<file path="src/hw/rtl/mac_list_response_parser_defines.svh">
// Assertion macros for the file that checks its own logic.
// Each macro expects signals named clk and rst_n in the scope where it is used.
`ifndef MAC_LIST_RESPONSE_PARSER_DEFINES_SVH
`define MAC_LIST_RESPONSE_PARSER_DEFINES_SVH

`ifndef SYNTHESIS

// Property that must hold in the same cycle.
`define MLRP_ASSERT(label, cond, msg) \
    label: assert property (@(posedge clk) disable iff (!rst_n) (cond)) \
        else $error(msg);

// Implication whose consequent is checked in the cycle after the antecedent.
`define MLRP_ASSERT_NEXT(label, ante, cons, msg) \
    label: assert property (@(posedge clk) disable iff (!rst_n) (ante) |=> (cons)) \
        else $error(msg);

`else

`define MLRP_ASSERT(label, cond, msg)
`define MLRP_ASSERT_NEXT(label, ante, cons, msg)

`endif

`endif

</file>
<file path="src/hw/rtl/mlrp_pkg.sv">
package mlrp_pkg;

    // Default build values for the top-level parameters.
    localparam int MAX_DEVICES_DEF    = 5;
    localparam int ADDRESS_DIGITS_DEF = 12;

    // Width of one device address and of one hex digit.
    localparam int ADDR_W  = 48;
    localparam int DIGIT_W = 4;

    // Characters of interest in the reply.
    localparam logic [7:0] CHAR_O    = 8'h4F;
    localparam logic [7:0] CHAR_K    = 8'h4B;
    localparam logic [7:0] CHAR_CR   = 8'h0D;
    localparam logic [7:0] CHAR_LF   = 8'h0A;
    localparam logic [7:0] CHAR_0    = 8'h30;
    localparam logic [7:0] CHAR_9    = 8'h39;
    localparam logic [7:0] CHAR_A    = 8'h41;
    localparam logic [7:0] CHAR_F    = 8'h46;

    // Input operation codes.
    localparam logic OP_START = 1'b0;
    localparam logic OP_CHAR  = 1'b1;

    // Scan termination codes.
    typedef enum logic [1:0] {
        ERR_NONE     = 2'd0,
        ERR_INVALID  = 2'd1,
        ERR_OVERFLOW = 2'd2
    } err_code_t;

    // Classification of one received character.
    typedef struct packed {
        logic               is_hex;
        logic [DIGIT_W-1:0] hex_val;
        logic               is_o;
        logic               is_k;
        logic               is_filler;
    } char_class_t;

endpackage

</file>
<file path="src/hw/rtl/mlrp_char_class.sv">
module mlrp_char_class (
    input  logic [7:0]                rx_char,
    output mlrp_pkg::char_class_t     cls
);

    logic is_dec;
    logic is_alpha;

    // Range checks for the two digit groups.
    assign is_dec   = (rx_char >= mlrp_pkg::CHAR_0) && (rx_char <= mlrp_pkg::CHAR_9);
    assign is_alpha = (rx_char >= mlrp_pkg::CHAR_A) && (rx_char <= mlrp_pkg::CHAR_F);

    // Digit value and separator flags.
    always_comb
    begin
        cls.is_hex  = is_dec || is_alpha;
        cls.hex_val = '0;
        if (is_dec)
        begin
            cls.hex_val = mlrp_pkg::DIGIT_W'(rx_char - mlrp_pkg::CHAR_0);
        end
        else if (is_alpha)
        begin
            cls.hex_val = mlrp_pkg::DIGIT_W'(rx_char - mlrp_pkg::CHAR_A + 8'd10);
        end
        cls.is_o      = (rx_char == mlrp_pkg::CHAR_O);
        cls.is_k      = (rx_char == mlrp_pkg::CHAR_K);
        cls.is_filler = cls.is_o || cls.is_k ||
                        (rx_char == mlrp_pkg::CHAR_CR) || (rx_char == mlrp_pkg::CHAR_LF);
    end

endmodule

</file>
<file path="src/hw/rtl/mac_list_response_parser.sv">
// Device-list reply parser. Each input word is either a start command, which opens a new
// scan, or one received character. Every accepted word yields exactly one result word,
// presented in the cycle after acceptance from an output register; a new word is accepted
// in every cycle in which the output register is empty or being emptied, so the sustained
// rate is one character per clock while results are drained, one state update per word.
// Uppercase hex digits build ADDRESS_DIGITS-digit addresses, CR, LF, 'O' and 'K' are
// allowed, "OK" ends the scan, and any other character ends it with an invalid-character
// error. A digit after MAX_DEVICES complete addresses ends it with an overflow error. The
// preferred address register may be written only while the block is idle. After reset the
// block reports a finished scan until the first start command; no clearing pass is needed.
`include "mac_list_response_parser_defines.svh"

module mac_list_response_parser #(
    parameter int MAX_DEVICES    = mlrp_pkg::MAX_DEVICES_DEF,
    parameter int ADDRESS_DIGITS = mlrp_pkg::ADDRESS_DIGITS_DEF
) (
    input  logic                          clk,
    input  logic                          rst_n,
    // Configuration write channel
    input  logic                          cfg_valid,
    output logic                          cfg_ready,
    input  logic [mlrp_pkg::ADDR_W-1:0]   cfg_data,
    // Input channel
    input  logic                          in_valid,
    output logic                          in_ready,
    input  logic                          opcode,
    input  logic [7:0]                    rx_char,
    // Result channel
    output logic                          out_valid,
    input  logic                          out_ready,
    output logic                          done_res,
    output logic [1:0]                    error_code,
    output logic [2:0]                    device_count,
    output logic                          address_complete,
    output logic [mlrp_pkg::ADDR_W-1:0]   new_address,
    output logic [2:0]                    chosen_index,
    output logic [mlrp_pkg::ADDR_W-1:0]   chosen_address
);

    localparam int ADDR_W = mlrp_pkg::ADDR_W;
    localparam int DIG_W  = $clog2(ADDRESS_DIGITS + 1);
    localparam int CNT_W  = $clog2(MAX_DEVICES + 1);

    mlrp_pkg::char_class_t cls;

    logic                 in_fire;
    logic [ADDR_W-1:0]    preferred_reg;

    // Scan state
    logic [DIG_W-1:0]     digit_offset_reg,   digit_offset_next;
    logic [ADDR_W-1:0]    address_shift_reg,  address_shift_next;
    logic [CNT_W-1:0]     found_count_reg,    found_count_next;
    logic                 prev_was_o_reg,     prev_was_o_next;
    logic                 finished_reg,       finished_next;
    logic [1:0]           finish_error_reg,   finish_error_next;
    logic                 match_seen_reg,     match_seen_next;
    logic [CNT_W-1:0]     choice_index_reg,   choice_index_next;
    logic [ADDR_W-1:0]    choice_address_reg, choice_address_next;

    // Step results
    logic                 complete;
    logic [ADDR_W-1:0]    completed;
    logic [ADDR_W-1:0]    shift_val;
    logic [DIG_W-1:0]     off_inc;

    // Output register
    logic                 out_valid_reg;
    logic                 done_reg;
    logic [1:0]           error_code_reg;
    logic [2:0]           device_count_reg;
    logic                 complete_reg;
    logic [ADDR_W-1:0]    new_address_reg;
    logic [2:0]           chosen_index_reg;
    logic [ADDR_W-1:0]    chosen_address_reg;

    mlrp_char_class u_char_class (
        .rx_char (rx_char),
        .cls     (cls)
    );

    // Handshakes: the configuration port never stalls, the input stalls only on a full
    // output register that is not being drained.
    assign cfg_ready = 1'b1;
    assign in_ready  = !out_valid_reg || out_ready;
    assign in_fire   = in_valid && in_ready;

    // Preferred address register.
    always_ff @(posedge clk or negedge rst_n)
    begin
        if (!rst_n)
        begin
            preferred_reg <= '0;
        end
        else if (cfg_valid && cfg_ready)
        begin
            preferred_reg <= cfg_data;
        end
    end

    // Next scan state for the accepted word.
    always_comb
    begin
        digit_offset_next   = digit_offset_reg;
        address_shift_next  = address_shift_reg;
        found_count_next    = found_count_reg;
        prev_was_o_next     = prev_was_o_reg;
        finished_next       = finished_reg;
        finish_error_next   = finish_error_reg;
        match_seen_next     = match_seen_reg;
        choice_index_next   = choice_index_reg;
        choice_address_next = choice_address_reg;
        complete            = 1'b0;
        completed           = '0;
        shift_val           = {address_shift_reg[ADDR_W-mlrp_pkg::DIGIT_W-1:0], cls.hex_val};
        off_inc             = digit_offset_reg + DIG_W'(1);

        if (in_fire)
        begin
            if (opcode == mlrp_pkg::OP_START)
            begin
                digit_offset_next   = '0;
                address_shift_next  = '0;
                found_count_next    = '0;
                prev_was_o_next     = 1'b0;
                finished_next       = 1'b0;
                finish_error_next   = mlrp_pkg::ERR_NONE;
                match_seen_next     = 1'b0;
                choice_index_next   = '0;
                choice_address_next = '0;
            end
            else if (!finished_reg)
            begin
                if (cls.is_hex)
                begin
                    if (found_count_reg >= CNT_W'(MAX_DEVICES))
                    begin
                        finished_next     = 1'b1;
                        finish_error_next = mlrp_pkg::ERR_OVERFLOW;
                    end
                    else if (off_inc >= DIG_W'(ADDRESS_DIGITS))
                    begin
                        complete  = 1'b1;
                        completed = shift_val;
                        if (found_count_reg == '0)
                        begin
                            choice_index_next   = '0;
                            choice_address_next = shift_val;
                        end
                        if (!match_seen_reg && (shift_val == preferred_reg))
                        begin
                            match_seen_next     = 1'b1;
                            choice_index_next   = found_count_reg;
                            choice_address_next = shift_val;
                        end
                        found_count_next   = found_count_reg + CNT_W'(1);
                        digit_offset_next  = '0;
                        address_shift_next = '0;
                    end
                    else
                    begin
                        digit_offset_next  = off_inc;
                        address_shift_next = shift_val;
                    end
                end
                else if (!cls.is_filler)
                begin
                    finished_next     = 1'b1;
                    finish_error_next = mlrp_pkg::ERR_INVALID;
                end

                // An 'O' directly followed by 'K' closes the scan.
                if (!finished_next && prev_was_o_reg && cls.is_k)
                begin
                    finished_next = 1'b1;
                end
                prev_was_o_next = cls.is_o;
            end
        end
    end

    // Scan state registers.
    always_ff @(posedge clk or negedge rst_n)
    begin
        if (!rst_n)
        begin
            digit_offset_reg   <= '0;
            address_shift_reg  <= '0;
            found_count_reg    <= '0;
            prev_was_o_reg     <= 1'b0;
            finished_reg       <= 1'b1;
            finish_error_reg   <= mlrp_pkg::ERR_NONE;
            match_seen_reg     <= 1'b0;
            choice_index_reg   <= '0;
            choice_address_reg <= '0;
        end
        else
        begin
            digit_offset_reg   <= digit_offset_next;
            address_shift_reg  <= address_shift_next;
            found_count_reg    <= found_count_next;
            prev_was_o_reg     <= prev_was_o_next;
            finished_reg       <= finished_next;
            finish_error_reg   <= finish_error_next;
            match_seen_reg     <= match_seen_next;
            choice_index_reg   <= choice_index_next;
            choice_address_reg <= choice_address_next;
        end
    end

    // Output valid flag.
    always_ff @(posedge clk or negedge rst_n)
    begin
        if (!rst_n)
        begin
            out_valid_reg <= 1'b0;
        end
        else if (in_fire)
        begin
            out_valid_reg <= 1'b1;
        end
        else if (out_ready)
        begin
            out_valid_reg <= 1'b0;
        end
    end

    // Result word, loaded with the state after the accepted word.
    always_ff @(posedge clk)
    begin
        if (in_fire)
        begin
            done_reg           <= finished_next;
            error_code_reg     <= finish_error_next;
            device_count_reg   <= 3'(found_count_next);
            complete_reg       <= complete;
            new_address_reg    <= completed;
            chosen_index_reg   <= 3'(choice_index_next);
            chosen_address_reg <= choice_address_next;
        end
    end

    assign out_valid        = out_valid_reg;
    assign done_res         = done_reg;
    assign error_code       = error_code_reg;
    assign device_count     = device_count_reg;
    assign address_complete = complete_reg;
    assign new_address      = new_address_reg;
    assign chosen_index     = chosen_index_reg;
    assign chosen_address   = chosen_address_reg;

    // Checks on the scan logic.
    `MLRP_ASSERT(a_count_bound, found_count_reg <= CNT_W'(MAX_DEVICES), "address count beyond maximum")
    `MLRP_ASSERT(a_complete_no_error, !(out_valid_reg && complete_reg) || (error_code_reg == mlrp_pkg::ERR_NONE), "address completed in a failed scan")
    `MLRP_ASSERT_NEXT(a_finished_sticky, in_fire && (opcode == mlrp_pkg::OP_CHAR) && finished_reg, finished_reg && !complete_reg, "finished scan reopened by a character")
    `MLRP_ASSERT(a_error_means_done, (finish_error_reg == mlrp_pkg::ERR_NONE) || finished_reg, "error recorded on an open scan")

endmodule
</file>
<file path="config.mk">
export PLATFORM = sky130hd
export DESIGN_NAME = mac_list_response_parser
export DESIGN_NICKNAME = d
export VERILOG_FILES = /design/src/hw/rtl/mlrp_pkg.sv /design/src/hw/rtl/mlrp_char_class.sv /design/src/hw/rtl/mac_list_response_parser.sv
export VERILOG_INCLUDE_DIRS = /design/src /design/src/hw/rtl
export SDC_FILE = /design/constraint.sdc
export NUM_CORES = 1
export LEC_CHECK = 0
export ABC_AREA = 1
export BUFFER_PORTS_ARGS = -buffer_cell sky130_fd_sc_hd__buf_2
export CORE_AREA = 8 8 168 170
export DETAILED_ROUTE_END_ITERATION = 7
export DIE_AREA = 0 0 176 178
export HOLD_SLACK_MARGIN = 0.12
export PLACE_DENSITY = 0.7
export RECOVER_POWER = 50
export SLEW_MARGIN = 40
export SYNTH_ARGS = -nofsm -noshare
export SYNTH_HDL_FRONTEND = slang
export SYNTH_SLANG_ARGS = --single-unit
</file>
<file path="constraint.sdc">
create_clock -name clk -period 4.82 [get_ports clk]
set_input_delay 0.482 -clock clk [delete_from_list [all_inputs] [get_ports clk]]
set_output_delay 0.482 -clock clk [all_outputs]
set_load 0.1 [all_outputs]
</file>
After elaboration in Yosys (flattened, before gate mapping)
Cells that the tools add are included.

cells by class
  reduce and logical (&&, ||, !) cells = 21
  bitwise logic cells = 3
  muxes and demuxes = 61
  equal/unequal tests = 10
  $add $sub $neg = 5
  order comparisons = 6

operator list
  cell                 count
  $mux 48              8
  $mux 44              5
  $eq 48x48->1         1
  $mux 3               14
  $mux 4               7
  $mux 1               21
  $eq 8x4->1 const B   2
  $eq 8x7->1 const B   2
  $mux 2               6
  $ge 8x6->1 const B   1
  $ge 8x7->1 const B   1
  $le 8x6->1 const B   1
  $le 8x7->1 const B   1
  $sub 4x1->4 const B  2
  $logic_and 1x1->1    6
  $ne 2x1->1 const B   3
  $reduce_and 6->1     1
  $logic_or 1x1->1     5
  $reduce_or 5->1      1
  $add 4x1->4 const B  1
  $add 4x4->4 const B  1
  $ge 4x4->1 const B   1
  $ne 2x2->1 const B   2
  $reduce_and 4->1     1
  8 further kinds      12

word-level totals
  register bits after elaboration = 262
  word-level logic and storage cells = 124
  bits of input ports = 62
  output and inout port bits = 109

Depth between registers and ports, before layout
  word-level depth = 16
  mapped depth = 18
  gate-level depth less buffers = 17

Cells and area by module
From an unflattened synthesis, not the netlist that was laid out.

second synthesis, totals
  cell total of the unflattened synthesis = 1421
  area total of the unflattened synthesis = 12082.8 µm²

by module, submodules not included
  module                    cells each  sequential area each (µm²)  area an instance (µm²)  instances
  mac_list_response_parser  1369        7088.0                      11782.6                 1
  mlrp_char_class           52          0.0                         300.3                   1

Worst setup path after synthesis
Ideal clock, no wire load.

  kind = reg2reg
  start point = register out_valid_reg, in the netlist out_valid
  end point = register address_shift_reg[36]
  clock period less this slack = 5.112 ns
  data required time = 4.693 ns
  data arrival time = 4.985 ns
  slack = -0.292 ns
  stages on the path, launching flop included = 11
  setup time = 0.127 ns
  path buffers = 3
  cell sequence = dfrtp_1 nand2_1 nand2_1 inv_1 o21ai_1 or2_1 buf_2 inv_2 buf_4 buf_2 o21ai_0

on the way
  cells in the longest elaborated chain, start to end = 4

RTL lines
  element                     line                             source
  from (decl)                 mac_list_response_parser.sv:67   logic out_valid_reg;
  from (signal assigned)      mac_list_response_parser.sv:215  out_valid_reg <= 1'b0;
  from (signal assigned)      mac_list_response_parser.sv:219  out_valid_reg <= 1'b1;
  from (signal assigned)      mac_list_response_parser.sv:223  out_valid_reg <= 1'b0;
  $logic_not 1->1             mac_list_response_parser.sv:84   assign in_ready = !out_valid_reg || out_ready;
  $logic_or 1x1->1            mac_list_response_parser.sv:84
  net in_ready                mac_list_response_parser.sv:25   output logic in_ready,
  $logic_and 1x1->1           mac_list_response_parser.sv:85   assign in_fire = in_valid && in_ready;
  net in_fire                 mac_list_response_parser.sv:46   logic in_fire;
  $reduce_and 4->1 (no line)  -
  to (signal assigned)        mac_list_response_parser.sv:199  address_shift_reg <= address_shift_next;
  to (decl)                   mac_list_response_parser.sv:51   logic [ADDR_W-1:0] address_shift_reg, address_shift_next;

The timed path passes the listed nets, and every way through them passes these cells.
A chain may end at the register's enable or synchronous reset.

==> results.sh <==
export IMPL_status="finished, violations left"
export IMPL_violations="capacitance limit, slew limit"
export IMPL_cts_root_buffer="clkbuf_16"
export IMPL_fin_skew_ns=0.00967
export IMPL_antenna_found_initial=0
export IMPL_yosys_warnings=0
export IMPL_dieWidth_um=176
export IMPL_first_pass_iters=5
export IMPL_internal_power_w=0.00379
export IMPL_combinationalPowerShare_pct=15.8
export IMPL_synth_cells=1453
export IMPL_dp_cells=1889
export IMPL_use_met3_pct=3.62
export IMPL_diodes=0
export IMPL_period_needed_ns=3.45
export IMPL_fin_nets=1654
export IMPL_routed_wl_um=33000
export IMPL_drive_gt1_share_pct=15.7
export IMPL_grt_pass1_vias=9859
export IMPL_async_flop_share_pct=59.5
export IMPL_multiInputGateArea_mm2=0.00448
export IMPL_crit_required_ns=5.25
export IMPL_critPathSlowestCell="clkbuf_1"
export IMPL_die_area_mm2=0.0313
export IMPL_cts_num_sinks=262
export IMPL_cts_buffers=27
export IMPL_drv_slew=186
export IMPL_drc=0
export IMPL_critPathMostFrequentCell="clkbuf_1"
export IMPL_synthTopCellsByCount="nand2_1 (481), dfrtp_1 (155), nor2_1 (125)"
export IMPL_hold_viol=0
export IMPL_start_kind="input pin"
export IMPL_netlist_area_mm2=0.0125
export IMPL_arrival_ns=3.88
export IMPL_worst_path_max_fanout=47
export IMPL_dp_hpwl_um=22000
export IMPL_crit_chain="clkbuf_1, clkbuf_1, nand2_1, o21ai_0"
export IMPL_synth_seq_area_share_pct=56.8
export IMPL_critPathKind="in2reg"
export IMPL_worstSetupEndpointType="flip-flop"
export IMPL_grt_pass1_wl_um=53100
export IMPL_synth_most_common_cell="nand2_1"
export IMPL_grtUsageMet2_pct=33.8
export IMPL_grt_met1_usage_pct=29.1
export IMPL_max_freq_ghz=0.290
export IMPL_cellPowerDensity_mw_per_mm2=382
export IMPL_fin_cells=1939
export IMPL_cts_tree="done"
export IMPL_synth_top_cells_by_area="dfrtp_1 (31%), edfxtp_1 (25%), nand2_1 (14%)"
export IMPL_grt_ovfl_total=0
export IMPL_synth_top_area_share_pct=31.1
export IMPL_synth_distinct_cells=36
export IMPL_synth_nets=1523
export IMPL_synth_edf_count=106
export IMPL_fillers=2326
export IMPL_period_share_pct=71.6
export IMPL_worstMarginPinSlew_ns=2.89
export IMPL_yosysTopAreaCell="dfrtp_1"
export IMPL_seqPwrFrac_pct=46.0
export IMPL_io_pins=171
export IMPL_avgSynthCellArea_um2=8.59
export IMPL_synth_ff_type="dfrtp_1"
export IMPL_grt_busiest_layer="met2"
export IMPL_coreArea_mm2=0.0256
export IMPL_hold_path_class="in2reg"
export IMPL_slew_headroom_pct=-92.9
export IMPL_die_y_um=178
export IMPL_leakage_nw=6.89
export IMPL_vias=10300
export IMPL_worst_ir_drop_vdd_mv=0.226
export IMPL_hold_slack_ns=0.161
export IMPL_cp_slowest_stage_delay_ns=1.49
export IMPL_rows=59
export IMPL_ys_ff_latch=262
export IMPL_tns_ns=0
export IMPL_area_delta_synth_final_pct=14.4
export IMPL_routedWlPerCell_um=17.0
export IMPL_cts_setup_buffers=0
export IMPL_regArea_mm2=0.00709
export IMPL_clk_pin_slew_ns=0.06
export IMPL_via_per_inst=5.32
export IMPL_htreeDepth=1
export IMPL_finalPower_w=0.00545
export IMPL_rsz0062_at_grt="no"
export IMPL_clockBufferDepth=3
export IMPL_cap_violations=4
export IMPL_initial_core_util_pct=48.7
export IMPL_dr_first_iter_drc_count=1164
export IMPL_gp_congestion=0.870
export IMPL_setup_violations=0
export IMPL_sw_frac_of_total_pct=30.4
export IMPL_netSwitchingPower_w=0.00166
export IMPL_clkLatencyLatePin_ns=0.53
export IMPL_grtUsageTotal_pct=20.9
export IMPL_portBuffers=169
export IMPL_ant_nets=0
export IMPL_grt_max_degree=69
export IMPL_pwr_share_clk_pct=38.2
cell families (layout without fill, tap and decap cells):
family | after synthesis | count (layout) | synth area share (%)
and+or+nand+nor | 798 | 798 | 27.0
DFF | 262 | 262 | 56.8
buffers and inverters | 204 | 355 | 7.48
AOI/OAI and AO/OA | 170 | 170 | 7.13
adders and majority gates | 8 | 8 | 0.802
xor gates and xnor gates | 6 | 6 | 0.421
muxes | 4 | 4 | 0.361
other | 1 | 1 | 0.0300
power by group through the flow:
stage                     Combinational (W)  Clock (W)  Sequential, W
after CTS                          0.000863    0.00211        0.00251
after floorplan                    0.000324          0        0.00288
after global routing               0.000925    0.00219        0.00252
after detailed placement           0.000859          0        0.00255
final                              0.000860    0.00208        0.00251
after global placement             0.000849          0        0.00255
placed cells by master (no fill, tap or decap), types with 5 or more instances in the layout:
master      count
o21ai_0        70
o21ai_1        35
nand3_1       115
buf_2         162
o21a_1          5
nor2_1        124
inv_2           5
nand2_2         5
nand4_1        57
a21oi_1        52
clkbuf_1       13
buf_4          12
inv_1         114
xor2_1          5
clkbuf_16      28
nand2_1       480
ha_1            8
clkinv_2        7
edfxtp_1      106
clkinvlp_4      5
dfrtp_1       155
through the flow:
step                      util (%)  setup slack [ns]  area (µm²)
after floorplan                  -             0.144       12500
after global placement        52.4              1.70       13400
after detailed placement      52.4              1.62       13400
after CTS                     55.8              1.88       14300
after global routing          55.8              1.02       14300
final                         55.8              1.37       14300
worst max-delay path: cells and delay by family:
family | cells | cell delay, ns
simple gates | 1 | 0.36
compound gates | 1 | 0.20
buf+inv | 2 | 2.80
metal layers:
metal / vias up / share of wire (%)
met5: - / 0
met4: 0 / 1.9
met3: 46 / 7.2
met2: 394 / 47
met1: 4878 / 44
li1: 5006 / -
worst paths after layout:
path / start / endpoint / cells after the start / slack [ns]
setup / recovery: cfg_valid / preferred_reg[33] / 4 / 1.37
hold / removal: cfg_data[0] / preferred_reg[0] / 3 / 0.16
max in group asynchronous: rst_n / address_shift_reg[27] / 3 / 1.50
hold reg to reg: match_seen_reg / match_seen_reg / 1 / 0.50
setup reg to reg: address_shift_reg[7] / chosen_address[1] / 15 / 1.86
min in group asynchronous: rst_n / choice_address_reg[38] / 2 / 1.43
timing repair:
| action | in CTS | in global routing |
|---|---|---|
| hold buffers | 1 | 0 |
| hold endpoints to repair | 46 | 0 |
| resized for setup | 0 | 0 |
layout make-up:
cell class | count | share of cell area, %
sequential | 262 | 49.6
multi-input combinational | 987 | 31.4
timing repair buffer | 186 | 6.77
clock buffer | 33 | 5.11
inverter | 120 | 3.16
tap | 335 | 2.93
clock inverter | 16 | 1.03
(Power assumes the default switching activity.)
